===== config.mk =====
export PLATFORM = sky130hd
export DESIGN_NAME = midi_message_decoder
export DESIGN_NICKNAME = d
export VERILOG_FILES = /design/src/rtl/core/mmd_pkg.sv /design/src/rtl/core/mmd_decode.sv /design/src/rtl/core/midi_message_decoder.sv
export SDC_FILE = /design/constraint.sdc
export NUM_CORES = 1
export LEC_CHECK = 0
export CAP_MARGIN = 40
export CORE_ASPECT_RATIO = 0.9
export CORE_MARGIN = 4
export CORE_UTILIZATION = 64
export DETAILED_ROUTE_END_ITERATION = 10
export DONT_BUFFER_PORTS = 1
export GPL_TIMING_DRIVEN = 0
export PLACE_DENSITY = 0.9
export SLEW_MARGIN = 20
export SYNTH_ARGS = -nofsm -noshare
export SYNTH_HDL_FRONTEND = slang
export SYNTH_SLANG_ARGS = --single-unit
export TNS_END_PERCENT = 100

===== constraint.sdc =====
create_clock -name clk -period 5.65 [get_ports clk]
set_clock_uncertainty 0.05 [all_clocks]
set_input_delay 0 -clock clk [delete_from_list [all_inputs] [get_ports clk]]
set_output_delay 0 -clock clk [all_outputs]
set_load 0.02 [all_outputs]

===== src/rtl/core/mmd_pkg.sv =====
package mmd_pkg;

  localparam int LEN_W = 11;
  localparam int COUNT_MAX = (1 << LEN_W) - 1;
  localparam int DEFAULT_MAX_SYSEX_LEN = 1024;

  // Status bytes and their boundaries
  localparam logic [7:0] ST_SYSEX    = 8'hF0;
  localparam logic [7:0] ST_EOX      = 8'hF7;
  localparam logic [7:0] ST_REALTIME = 8'hF8;
  localparam logic [7:0] ST_COMMON   = 8'hF1;
  localparam logic [7:0] ST_NONE     = 8'h00;

  // Channel message types (upper nibble of status)
  localparam logic [3:0] MSG_NOTE_OFF = 4'h8;
  localparam logic [3:0] MSG_NOTE_ON  = 4'h9;
  localparam logic [3:0] MSG_CTRL     = 4'hB;
  localparam logic [3:0] MSG_PROGRAM  = 4'hC;
  localparam logic [3:0] MSG_CHAN_PRS = 4'hD;
  localparam logic [3:0] MSG_BEND     = 4'hE;

  // Controller numbers
  localparam logic [6:0] CC_MODULATION = 7'd1;
  localparam logic [6:0] CC_DATA_ENTRY = 7'd6;
  localparam logic [6:0] CC_VOLUME     = 7'd7;
  localparam logic [6:0] CC_EXPRESSION = 7'd11;
  localparam logic [6:0] CC_HOLD       = 7'd64;
  localparam logic [6:0] CC_RPN_LSB    = 7'd100;
  localparam logic [6:0] CC_RPN_MSB    = 7'd101;
  localparam logic [6:0] CC_SOUND_OFF  = 7'd120;
  localparam logic [6:0] CC_NOTES_OFF  = 7'd123;

  localparam logic [6:0] RPN_NULL = 7'h7F;

  typedef enum logic [3:0] {
    EV_NOTE_ON    = 4'd0,
    EV_NOTE_OFF   = 4'd1,
    EV_PROGRAM    = 4'd2,
    EV_BEND       = 4'd3,
    EV_MODULATION = 4'd4,
    EV_VOLUME     = 4'd5,
    EV_EXPRESSION = 4'd6,
    EV_HOLD       = 4'd7,
    EV_SOUND_OFF  = 4'd8,
    EV_NOTES_OFF  = 4'd9,
    EV_BEND_SENS  = 4'd10,
    EV_SYSEX_BYTE = 4'd11,
    EV_SYSEX_END  = 4'd12,
    EV_RESET      = 4'd13
  } event_kind_t;

  typedef struct packed {
    logic [7:0]       running_status;
    logic             await_third;
    logic [6:0]       first_data;
    logic [6:0]       rpn_high;
    logic [6:0]       rpn_low;
    logic             in_sysex;
    logic [LEN_W-1:0] sysex_count;
    logic [2:0]       pattern_match;  // bit 0 GM, bit 1 XG, bit 2 GS
  } state_t;

  typedef struct packed {
    event_kind_t      kind;
    logic [3:0]       channel;
    logic [6:0]       number;
    logic [13:0]      value;
    logic [LEN_W-1:0] sysex_length;
  } event_t;

endpackage


===== src/rtl/core/mmd_decode.sv =====
module mmd_decode #(
  parameter int MAX_SYSEX_LEN = mmd_pkg::DEFAULT_MAX_SYSEX_LEN
) (
  input  logic [7:0]      rx_byte,
  input  mmd_pkg::state_t st,
  output mmd_pkg::state_t st_nxt,
  output logic            ev_hit,
  output mmd_pkg::event_t ev
);
  import mmd_pkg::*;

  localparam logic [LEN_W-1:0] COUNT_CAP =
    (MAX_SYSEX_LEN > COUNT_MAX) ? LEN_W'(COUNT_MAX) : LEN_W'(MAX_SYSEX_LEN);

  function automatic logic [7:0] gm_pat(input logic [1:0] idx);
    logic [7:0] r;
    case (idx)
      2'd0:    r = 8'h7E;
      2'd1:    r = 8'h7F;
      2'd2:    r = 8'h09;
      default: r = 8'h01;
    endcase
    return r;
  endfunction

  function automatic logic [7:0] xg_pat(input logic [2:0] idx);
    logic [7:0] r;
    case (idx)
      3'd0:    r = 8'h43;
      3'd1:    r = 8'h10;
      3'd2:    r = 8'h4C;
      3'd5:    r = 8'h7E;
      default: r = 8'h00;
    endcase
    return r;
  endfunction

  function automatic logic [7:0] gs_pat(input logic [3:0] idx);
    logic [7:0] r;
    case (idx)
      4'd0:    r = 8'h41;
      4'd1:    r = 8'h10;
      4'd2:    r = 8'h42;
      4'd3:    r = 8'h12;
      4'd4:    r = 8'h40;
      4'd6:    r = 8'h7F;
      4'd8:    r = 8'h41;
      default: r = 8'h00;
    endcase
    return r;
  endfunction

  logic       msg_go;
  logic [6:0] d1;
  logic [6:0] d2;
  logic       sys_reset;

  always_comb begin
    st_nxt    = st;
    ev_hit    = 1'b0;
    ev        = '0;
    msg_go    = 1'b0;
    d1        = rx_byte[6:0];
    d2        = '0;
    sys_reset = 1'b0;

    if (st.in_sysex) begin
      if (rx_byte == ST_EOX) begin
        sys_reset = (st.pattern_match[0] && st.sysex_count >= LEN_W'(4)) ||
                    (st.pattern_match[1] && st.sysex_count >= LEN_W'(7)) ||
                    (st.pattern_match[2] && st.sysex_count >= LEN_W'(9));
        st_nxt.in_sysex = 1'b0;
        ev_hit = 1'b1;
        if (sys_reset) begin
          ev.kind = EV_RESET;
        end else begin
          ev.kind         = EV_SYSEX_END;
          ev.sysex_length = st.sysex_count;
        end
      end else begin
        // Drop a pattern at its first mismatching payload byte
        if (st.sysex_count < LEN_W'(4) && gm_pat(st.sysex_count[1:0]) != rx_byte)
          st_nxt.pattern_match[0] = 1'b0;
        if (st.sysex_count < LEN_W'(7) && xg_pat(st.sysex_count[2:0]) != rx_byte)
          st_nxt.pattern_match[1] = 1'b0;
        if (st.sysex_count < LEN_W'(9) && gs_pat(st.sysex_count[3:0]) != rx_byte)
          st_nxt.pattern_match[2] = 1'b0;
        if (st.sysex_count < COUNT_CAP)
          st_nxt.sysex_count = st.sysex_count + LEN_W'(1);
        ev_hit   = 1'b1;
        ev.kind  = EV_SYSEX_BYTE;
        ev.value = {6'd0, rx_byte};
      end
    end else if (rx_byte == ST_SYSEX) begin
      st_nxt.in_sysex       = 1'b1;
      st_nxt.sysex_count    = '0;
      st_nxt.pattern_match  = 3'b111;
      st_nxt.running_status = ST_NONE;
      st_nxt.await_third    = 1'b0;
    end else if (rx_byte >= ST_REALTIME) begin
      // realtime: no effect
    end else if (rx_byte >= ST_COMMON) begin
      st_nxt.running_status = ST_NONE;
      st_nxt.await_third    = 1'b0;
    end else if (rx_byte[7]) begin
      st_nxt.running_status = rx_byte;
      st_nxt.await_third    = 1'b0;
    end else if (st.await_third) begin
      st_nxt.await_third = 1'b0;
      msg_go = 1'b1;
      d1     = st.first_data;
      d2     = rx_byte[6:0];
    end else if (st.running_status == ST_NONE) begin
      // data without status: ignore
    end else if (st.running_status[7:4] == MSG_PROGRAM ||
                 st.running_status[7:4] == MSG_CHAN_PRS) begin
      msg_go = 1'b1;
    end else begin
      st_nxt.first_data  = rx_byte[6:0];
      st_nxt.await_third = 1'b1;
    end

    if (msg_go) begin
      ev.channel = st.running_status[3:0];
      unique case (st.running_status[7:4])
        MSG_NOTE_ON: begin
          ev_hit    = 1'b1;
          ev.number = d1;
          if (d2 == 7'd0) begin
            ev.kind = EV_NOTE_OFF;
          end else begin
            ev.kind  = EV_NOTE_ON;
            ev.value = {7'd0, d2};
          end
        end
        MSG_NOTE_OFF: begin
          ev_hit    = 1'b1;
          ev.kind   = EV_NOTE_OFF;
          ev.number = d1;
        end
        MSG_PROGRAM: begin
          ev_hit    = 1'b1;
          ev.kind   = EV_PROGRAM;
          ev.number = d1;
        end
        MSG_BEND: begin
          ev_hit   = 1'b1;
          ev.kind  = EV_BEND;
          ev.value = {d2, d1};
        end
        MSG_CTRL: begin
          ev.value = {7'd0, d2};
          unique case (d1)
            CC_MODULATION: begin
              ev_hit  = 1'b1;
              ev.kind = EV_MODULATION;
            end
            CC_VOLUME: begin
              ev_hit  = 1'b1;
              ev.kind = EV_VOLUME;
            end
            CC_EXPRESSION: begin
              ev_hit  = 1'b1;
              ev.kind = EV_EXPRESSION;
            end
            CC_HOLD: begin
              ev_hit  = 1'b1;
              ev.kind = EV_HOLD;
            end
            CC_SOUND_OFF: begin
              ev_hit   = 1'b1;
              ev.kind  = EV_SOUND_OFF;
              ev.value = '0;
            end
            CC_NOTES_OFF: begin
              ev_hit   = 1'b1;
              ev.kind  = EV_NOTES_OFF;
              ev.value = '0;
            end
            CC_RPN_MSB: st_nxt.rpn_high = d2;
            CC_RPN_LSB: st_nxt.rpn_low  = d2;
            CC_DATA_ENTRY: begin
              ev_hit          = (st.rpn_high == 7'd0) && (st.rpn_low == 7'd0);
              ev.kind         = EV_BEND_SENS;
              st_nxt.rpn_high = RPN_NULL;
              st_nxt.rpn_low  = RPN_NULL;
            end
            default: ;
          endcase
        end
        default: ;
      endcase
    end
  end

endmodule


===== src/rtl/core/midi_message_decoder.sv =====
// Each accepted input beat passes through the input register, then decode into
// the result register. Throughput: one beat per cycle; the single decode pass
// bounds it, and it holds while out_stall is low.
// Reset (rst_n low, synchronous) empties both registers, drops running status
// and system exclusive mode, and sets the RPN to 7F/7F.
module midi_message_decoder #(
  parameter int MAX_SYSEX_LEN = mmd_pkg::DEFAULT_MAX_SYSEX_LEN
) (
  input  logic                       clk,
  input  logic                       rst_n,
  input  logic                       in_valid,
  output logic                       in_stall,
  input  logic [7:0]                 in_rx_byte,
  output logic                       out_valid,
  input  logic                       out_stall,
  output logic [3:0]                 out_event_kind,
  output logic [3:0]                 out_channel,
  output logic [6:0]                 out_number,
  output logic [13:0]                out_value,
  output logic [mmd_pkg::LEN_W-1:0]  out_sysex_length
);
  import mmd_pkg::*;

  // Input register: one received byte waiting for decode
  logic       in_vld_r;
  logic [7:0] in_byte_r;

  // Decoder state carried between bytes
  state_t st_r;
  state_t st_nxt;

  // Result register
  logic   out_vld_r;
  event_t out_ev_r;

  logic   ev_hit;
  event_t ev;
  logic   advance;

  mmd_decode #(
    .MAX_SYSEX_LEN(MAX_SYSEX_LEN)
  ) u_decode (
    .rx_byte(in_byte_r),
    .st     (st_r),
    .st_nxt (st_nxt),
    .ev_hit (ev_hit),
    .ev     (ev)
  );

  // Advance the held byte when the result register has room for its event,
  // or when the byte yields no event at all (state update only).
  assign advance  = in_vld_r && (!out_vld_r || !out_stall || !ev_hit);
  // Hold the input side only while a byte sits blocked in the input register.
  assign in_stall = in_vld_r && !advance;

  always_ff @(posedge clk) begin
    if (!rst_n) begin
      in_vld_r <= 1'b0;
    end else if (!in_stall) begin
      in_vld_r <= in_valid;
    end
  end

  always_ff @(posedge clk) begin
    if (in_valid && !in_stall) begin
      in_byte_r <= in_rx_byte;
    end
  end

  always_ff @(posedge clk) begin
    if (!rst_n) begin
      st_r.running_status <= ST_NONE;
      st_r.await_third    <= 1'b0;
      st_r.first_data     <= '0;
      st_r.rpn_high       <= RPN_NULL;
      st_r.rpn_low        <= RPN_NULL;
      st_r.in_sysex       <= 1'b0;
      st_r.sysex_count    <= '0;
      st_r.pattern_match  <= '0;
    end else if (advance) begin
      st_r <= st_nxt;
    end
  end

  // Load a new event when one is produced; otherwise drop the old one once
  // the far side has taken it.
  always_ff @(posedge clk) begin
    if (!rst_n) begin
      out_vld_r <= 1'b0;
    end else if (advance && ev_hit) begin
      out_vld_r <= 1'b1;
    end else if (!out_stall) begin
      out_vld_r <= 1'b0;
    end
  end

  always_ff @(posedge clk) begin
    if (advance && ev_hit) begin
      out_ev_r <= ev;
    end
  end

  assign out_valid        = out_vld_r;
  assign out_event_kind   = out_ev_r.kind;
  assign out_channel      = out_ev_r.channel;
  assign out_number       = out_ev_r.number;
  assign out_value        = out_ev_r.value;
  assign out_sysex_length = out_ev_r.sysex_length;

endmodule


; Yosys cells after proc, flatten, opt, wreduce, memory -nomap -nowiden
; Index checks and enable logic that the tools add are counted.
[classes]
add_sub_neg = 1
n_mul = 0
div_mod_pow = 0
n_lt_le_gt_ge = 9
n_eq_ne = 38
shifts = 0
muxes = 71
bitwise = 9
reduce_logical = 48
[ops]
columns = cell, n
row1 = $mux 7, 17
row2 = $mux 8, 10
row3 = $pmux 14 s3, 1
row4 = $pmux 7 s6, 1
row5 = $eq 7x7->1 const B, 5
row6 = $mux 11, 3
row7 = $mux 15, 2
row8 = $mux 29, 1
row9 = $eq 4x4->1 const B, 7
row10 = $mux 14, 2
row11 = $pmux 4 s7, 1
row12 = $pmux 7 s2, 2
row13 = $pmux 7 s4, 1
row14 = $reduce_and 4->1, 7
row15 = $mux 25, 1
row16 = $ne 8x8->1, 3
row17 = $ge 11x3->1 const B, 2
row18 = $lt 11x3->1 const B, 2
row19 = $logic_not 7->1, 3
row20 = $pmux 7 s3, 1
row21 = $mux 1, 20
row22 = $pmux 4 s5, 1
row23 = $mux 9, 2
row24 = $eq 8x8->1 const B, 2
row25 = other kinds (39), 79
[totals]
reg_bits = 95
latch_bits = 0
ramBits = 0
rom_bits = 0
input_bits = 12
out_inout_bits = 42
elab_cells = 194
memories = 0

; Longest topological paths before layout
[depth]
ltp_word = 18
mapped_depth = 10
depth_no_buf = 9

; Modules after synthesis
; From an unflattened synthesis, not the netlist that was laid out.
[hier_totals]
hier_cells = 661
area_unflattened_um2 = 6012.0
[modules_own_cells]
columns = module, n_inst, cells_per_inst, area_per_inst_um2, seq_area_each_um2
row1 = midi_message_decoder, 1, 256, 3425.8, 2382.3
row2 = mmd_decode, 1, 405, 2586.2, 0.0

; Worst setup path after synthesis
; OpenSTA, ideal clock, no wires.
[synth_timing]
kind = flip-flop to flip-flop
startpoint = register in_byte_r[6]
endpoint = register out_ev_r, in the netlist out_channel[0] (enable)
setup_time_ps = 451
arrival_ps = 3741
t_required_ps = 5149
path_slack_ps = 1409
path_stages_with_launch = 9
path_buffers = 1
synth_period_minus_slack_ps = 4241
cell_sequence = edfxtp_1 clkbuf_1 nor3_1 nand2_1 o32ai_1 nor4_4 nor2_1 nand2_1 a21oi_1
[synth_via]
elab_chain_cells = 15
elab_cells_between_ends = 28
cone_classes = 2 x order compare / 8 x eq/ne / 13 x mux / 5 x reduce/logical
[synth_lines]
columns = element, line
row1 = start: declaration, midi_message_decoder.sv:26  ; logic [7:0] in_byte_r;
row2 = start signal: assignment, midi_message_decoder.sv:66  ; in_byte_r <= in_rx_byte;
row3 = "parallel branches: the longest is 10 deep, another holds $ge 8x8->1", --
row4 = $mux 1 *, mmd_decode.sv:123  ; if (msg_go) begin
row5 = $logic_not 1->1, midi_message_decoder.sv:52  ; assign advance = in_vld_r && (!out_vld_r || !out_stall || !ev_hit);
row6 = $logic_or 1x1->1, midi_message_decoder.sv:52
row7 = $logic_and 1x1->1, midi_message_decoder.sv:52
row8 = $logic_and 1x1->1 *, midi_message_decoder.sv:98  ; if (advance && ev_hit) begin
row9 = end signal: assignment, midi_message_decoder.sv:99  ; out_ev_r <= ev;
row10 = end: declaration, midi_message_decoder.sv:34  ; event_t out_ev_r;
; Mark *: on every way between the ends.
; A chain may end at the register's enable or synchronous reset.

; Final worst setup path
[layout_timing]
startpoint = register in_byte_r[6]
endpoint = register in_byte_r[7] (enable)
[layout_via]
elab_chain_cells = 18
elab_cells_between_ends = 31
cone_classes = 2 x order compare / 8 x eq/ne / 13 x mux / 8 x reduce/logical
[layout_lines]
columns = element, line
row1 = "parallel branches: the longest is 10 deep, another holds $ge 8x8->1", --
row2 = $mux 1 *, mmd_decode.sv:123
row3 = $logic_not 1->1 *, midi_message_decoder.sv:52
row4 = $logic_or 1x1->1 *, midi_message_decoder.sv:52
row5 = $logic_and 1x1->1 *, midi_message_decoder.sv:52
row6 = $logic_not 1->1 *, midi_message_decoder.sv:54  ; assign in_stall = in_vld_r && !advance;
row7 = $logic_and 1x1->1 *, midi_message_decoder.sv:54
row8 = via in_stall, midi_message_decoder.sv:12  ; output logic in_stall,
row9 = $logic_not 1->1 *, midi_message_decoder.sv:65  ; if (in_valid && !in_stall) begin
row10 = $logic_and 1x1->1 *, midi_message_decoder.sv:65
; Mark *: on every way through the listed nets, which the timed path passes.

==> results.py <==
metrics = {
    "outcome": {
        "status": "finished, final reports clean",
    },
    "floorplanning": {
        "initial_core_util_pct": 65.6,
        "pin_count": 54,
        "core_um2": 7540,
        "fp.dieH_um": 91.4,
        "rows": 30,
        "die_area_um2": 9210,
        "die_w_um": 101,
    },
    "min_path": {
        "holdPathStages": 1,
        "hold_class": "input pin to flop",
        "min-delay-start": "in_valid",
        "hold_path_end": "in_byte_r[5]",
    },
    "synthesis": {
        "yosysMostFrequentCell": "nand2_1",
        "synth-main-ff-cell": "edfxtp_1",
        "syn_inst": 532,
        "synth_top_area_share_pct": 29.1,
        "synth.area.top_cells": "edfxtp_1, dfxtp_1, nand2_1",
        "yosysUniqueCellTypes": 60,
        "syn_nets": 548,
        "synth_edf_count": 48,
        "ys_seq_area_share_pct": 48.1,
        "synth_commonest_cells": "nand2_1, edfxtp_1, dfxtp_1",
        "yosys_warnings": 0,
        "synth_area_um2": 4950,
        "syn_avg_cell_area_um2": 9.30,
        "async_flop_share_pct": 0,
        "synth_area_leader_cell": "edfxtp_1",
        "ys_ff_latch": 95,
    },
    "clocking": {
        "htree_levels": 3,
        "clk_latency_ns": 0.38,
        "cts_root_buf": "clkbuf_8",
        "postCtsSetupRepairBufs": 0,
        "cts_buffer_depth": 2,
        "cts_tree": "built",
        "cts_buffers": 9,
        "cts.reportedPaths.clkPinSlew_ns": 0.09,
        "cts_resized": 0,
        "cts_sinks": 95,
        "cts_hold_buf": 11,
    },
    "power": {
        "internal-power_mw": 1.01,
        "power_density_nw_per_um2": 243,
        "sw_frac_of_total_pct": 24.1,
        "irDropWorstVdd_uv": 233,
        "clkPwrFrac_pct": 38.7,
        "comb_power_share_pct": 6.1,
        "p_seq_share_pct": 55.2,
        "switching_power_uw": 319,
        "total_leakage_power_nw": 2.00,
    },
    "finish": {
        "multi_input_area_um2": 2400,
        "drive_above_1_share_pct": 5.89,
        "syn_to_final_growth_pct": 10.1,
        "nets": 571,
        "final_util_pct": 72.2,
        "ff_latch_area_um2": 2380,
        "fillers": 548,
        "num_antenna_cells": 0,
    },
    "drt": {
        "wirelength_um": 13000,
        "drc": 0,
        "drtIter0Drc": 440,
        "vias_per_cell": 6.55,
        "wire_per_inst_um": 19.8,
        "first_pass_iters": 6,
        "num_vias": 4297,
        "antenna_left": 0,
    },
    "worst_setup_path": {
        "critical_path_class": "flop to flop",
        "crit_arrival_ns": 3.53,
        "worstReg2RegEnd": "in_byte_r[7]",
        "crit_path_start_kind": "flop",
        "r2r_start": "in_byte_r[6]",
        "startpoint": "in_byte_r[6]",
        "critPathCaptureType": "flop",
        "crit_path_cell_trace": "clkbuf_1, nor3_1, nand2_1, o32ai_1, nor4_4, nor4b_2, nor2b_1",
        "path_delay_family": "simple AND/OR/NAND/NOR gates",
        "rr_worst_depth": 7,
        "crit_buf_inv": 1,
        "critPathMaxStageDelay_ns": 0.71,
        "cp_data_required_time_ns": 5.66,
        "crit_fanout": 8,
        "r2r_slack_ns": 2.14,
        "cp_slowest_cell": "nor4b_2",
    },
    "job": {
        "drv_cap": 0,
    },
    "sta": {
        "timing.fmax_mhz": 285,
        "maxSlewHeadroom_pct": 46.0,
        "finalCritPeriodShare_pct": 62.2,
        "worst_pin_slew_ns": 0.802,
        "rsz0062_at_grt": "no",
        "fin_crit_ns": 3.51,
        "slew_violations": 0,
        "setup_viol": 0,
        "hold_viol": 0,
        "tns_ns": 0,
    },
    "place": {
        "gp_congestion": 0.997,
        "place.port_buffers": 0,
        "hpwlAfterDp_um": 9170,
    },
    "grt": {
        "grt_pass1_wl_um": 20800,
        "antenna_found_initial": 0,
        "grt_pass1_vias": 4087,
        "grt.overflow.total": 0,
        "groute.usage.overall_pct": 28.7,
        "grt_max_degree": 28,
    },
}
==> worst register-to-register path, delay by kind of cell (launching register included) <==
kind / cells / cell delay, ns
and+or+nand+nor: 5 / 1.93
DFF: 1 / 0.39
buffers and inverters: 1 / 0.19
AOI/OAI and AO/OA: 1 / 0.65
==> logic make-up (layout without fill, tap and decap cells) <==
| kind of cell | count (synthesis) | in the layout | share of synthesized area (%) |
|---|---|---|---|
| XOR/XNOR | 12 | 12 | 2.12 |
| AND/OR/NAND/NOR | 243 | 243 | 25.4 |
| multiplexers | 24 | 24 | 4.88 |
| buffers and inverters | 48 | 76 | 3.69 |
| adder cells (fa/ha/maj) | 4 | 4 | 1.01 |
| AO/OA/AOI/OAI | 106 | 106 | 14.7 |
| flip-flops | 95 | 95 | 48.1 |
==> per-stage QoR <==
stage / total power, mW / area (µm²) / hold WS (ns) / setup slack (ns) / instances
6_report: 1.33 / 5450 / 0.00786 / 2.14 / 656
5_1_grt: 1.37 / 5450 / 0.0269 / 1.89 / 656
4_1_cts: 1.32 / 5450 / 0.00753 / 2.19 / 656
3_5_place_dp: 0.820 / 5110 / 0.0489 / 2.21 / 629
3_3_place_gp: 0.817 / 5070 / 0.0489 / 0.465 / 628
2_1_floorplan: 0.798 / 4950 / 0.0489 / 1.41 / 532
==> final cells by class <==
class / count / share of cell area (%)
Sequential cell: 95 / 43.7
Clock inverter: 7 / 1.88
Clock buffer: 9 / 2.27
Multi-Input combinational cell: 389 / 44.1
Timing Repair Buffer: 12 / 2.53
Tap cell: 96 / 2.20
Inverter: 10 / 0.689
Buffer: 38 / 2.66
==> power groups by stage <==
stage,Clock [mW],Sequential (mW),Combinational [mW]
after floorplan,0,0.746,0.0520
after global placement,0,0.748,0.0691
after detailed placement,0,0.749,0.0709
after CTS,0.513,0.733,0.0782
after global routing,0.547,0.734,0.0876
final,0.513,0.733,0.0809
==> how the worst max path moves through the flow <==
| stage | endpoint | slack [ns] | cells after the start |
|---|---|---|---|
| 5_1_grt | in_byte_r[7] | 1.89 | 7 |
| 3_5_place_dp | in_byte_r[1] | 2.21 | 7 |
| 4_1_cts | in_byte_r[1] | 2.19 | 7 |
| 3_3_place_gp | out_number[0] | 0.47 | 8 |
| 6_report | in_byte_r[7] | 2.14 | 7 |
| 2_1_floorplan | out_channel[0] | 1.41 | 8 |
==> placed cells by master (no fill, tap or decap), types with 5 or more instances in the layout <==
master,netlist,routed
nand2_1,84,84
edfxtp_1,48,48
dfxtp_1,47,47
clkbuf_1,34,34
nor2_1,29,29
nand3_1,27,27
a21oi_1,26,25
and2_1,24,24
mux2i_1,23,23
o21ai_0,19,19
nor3_1,17,17
a21boi_0,13,13
nor2b_1,12,12
nor4_1,11,11
dlygate4sd3_1,0,11
inv_1,10,10
o31ai_1,9,9
clkbuf_8,0,9
nand4_1,7,7
or4_1,7,7
xor2_1,6,6
xnor2_1,6,6
a22o_1,6,6
o211ai_1,5,5
==> metal layers <==
| layer | GRT usage (%) | vias to the layer above | routed length (µm) |
|---|---|---|---|
| met1 | 40.1 | 2035 | 5460 |
| li1 | - | 1982 | - |
| met5 | 0 | - | 0 |
| met4 | 9.20 | 0 | 219 |
| met2 | 41.7 | 252 | 5920 |
| met3 | 9.75 | 28 | 1360 |
==> state kept, by name (all words and copies together), names as in the netlist <==
signal	count
out_sysex_length	11
out_valid	1
out_event_kind	4
in_vld_r	1
out_channel	4
out_number	7
st_r	45
in_byte_r	8
out_value	14
No activity file was read; power rests on OpenSTA's default activity.
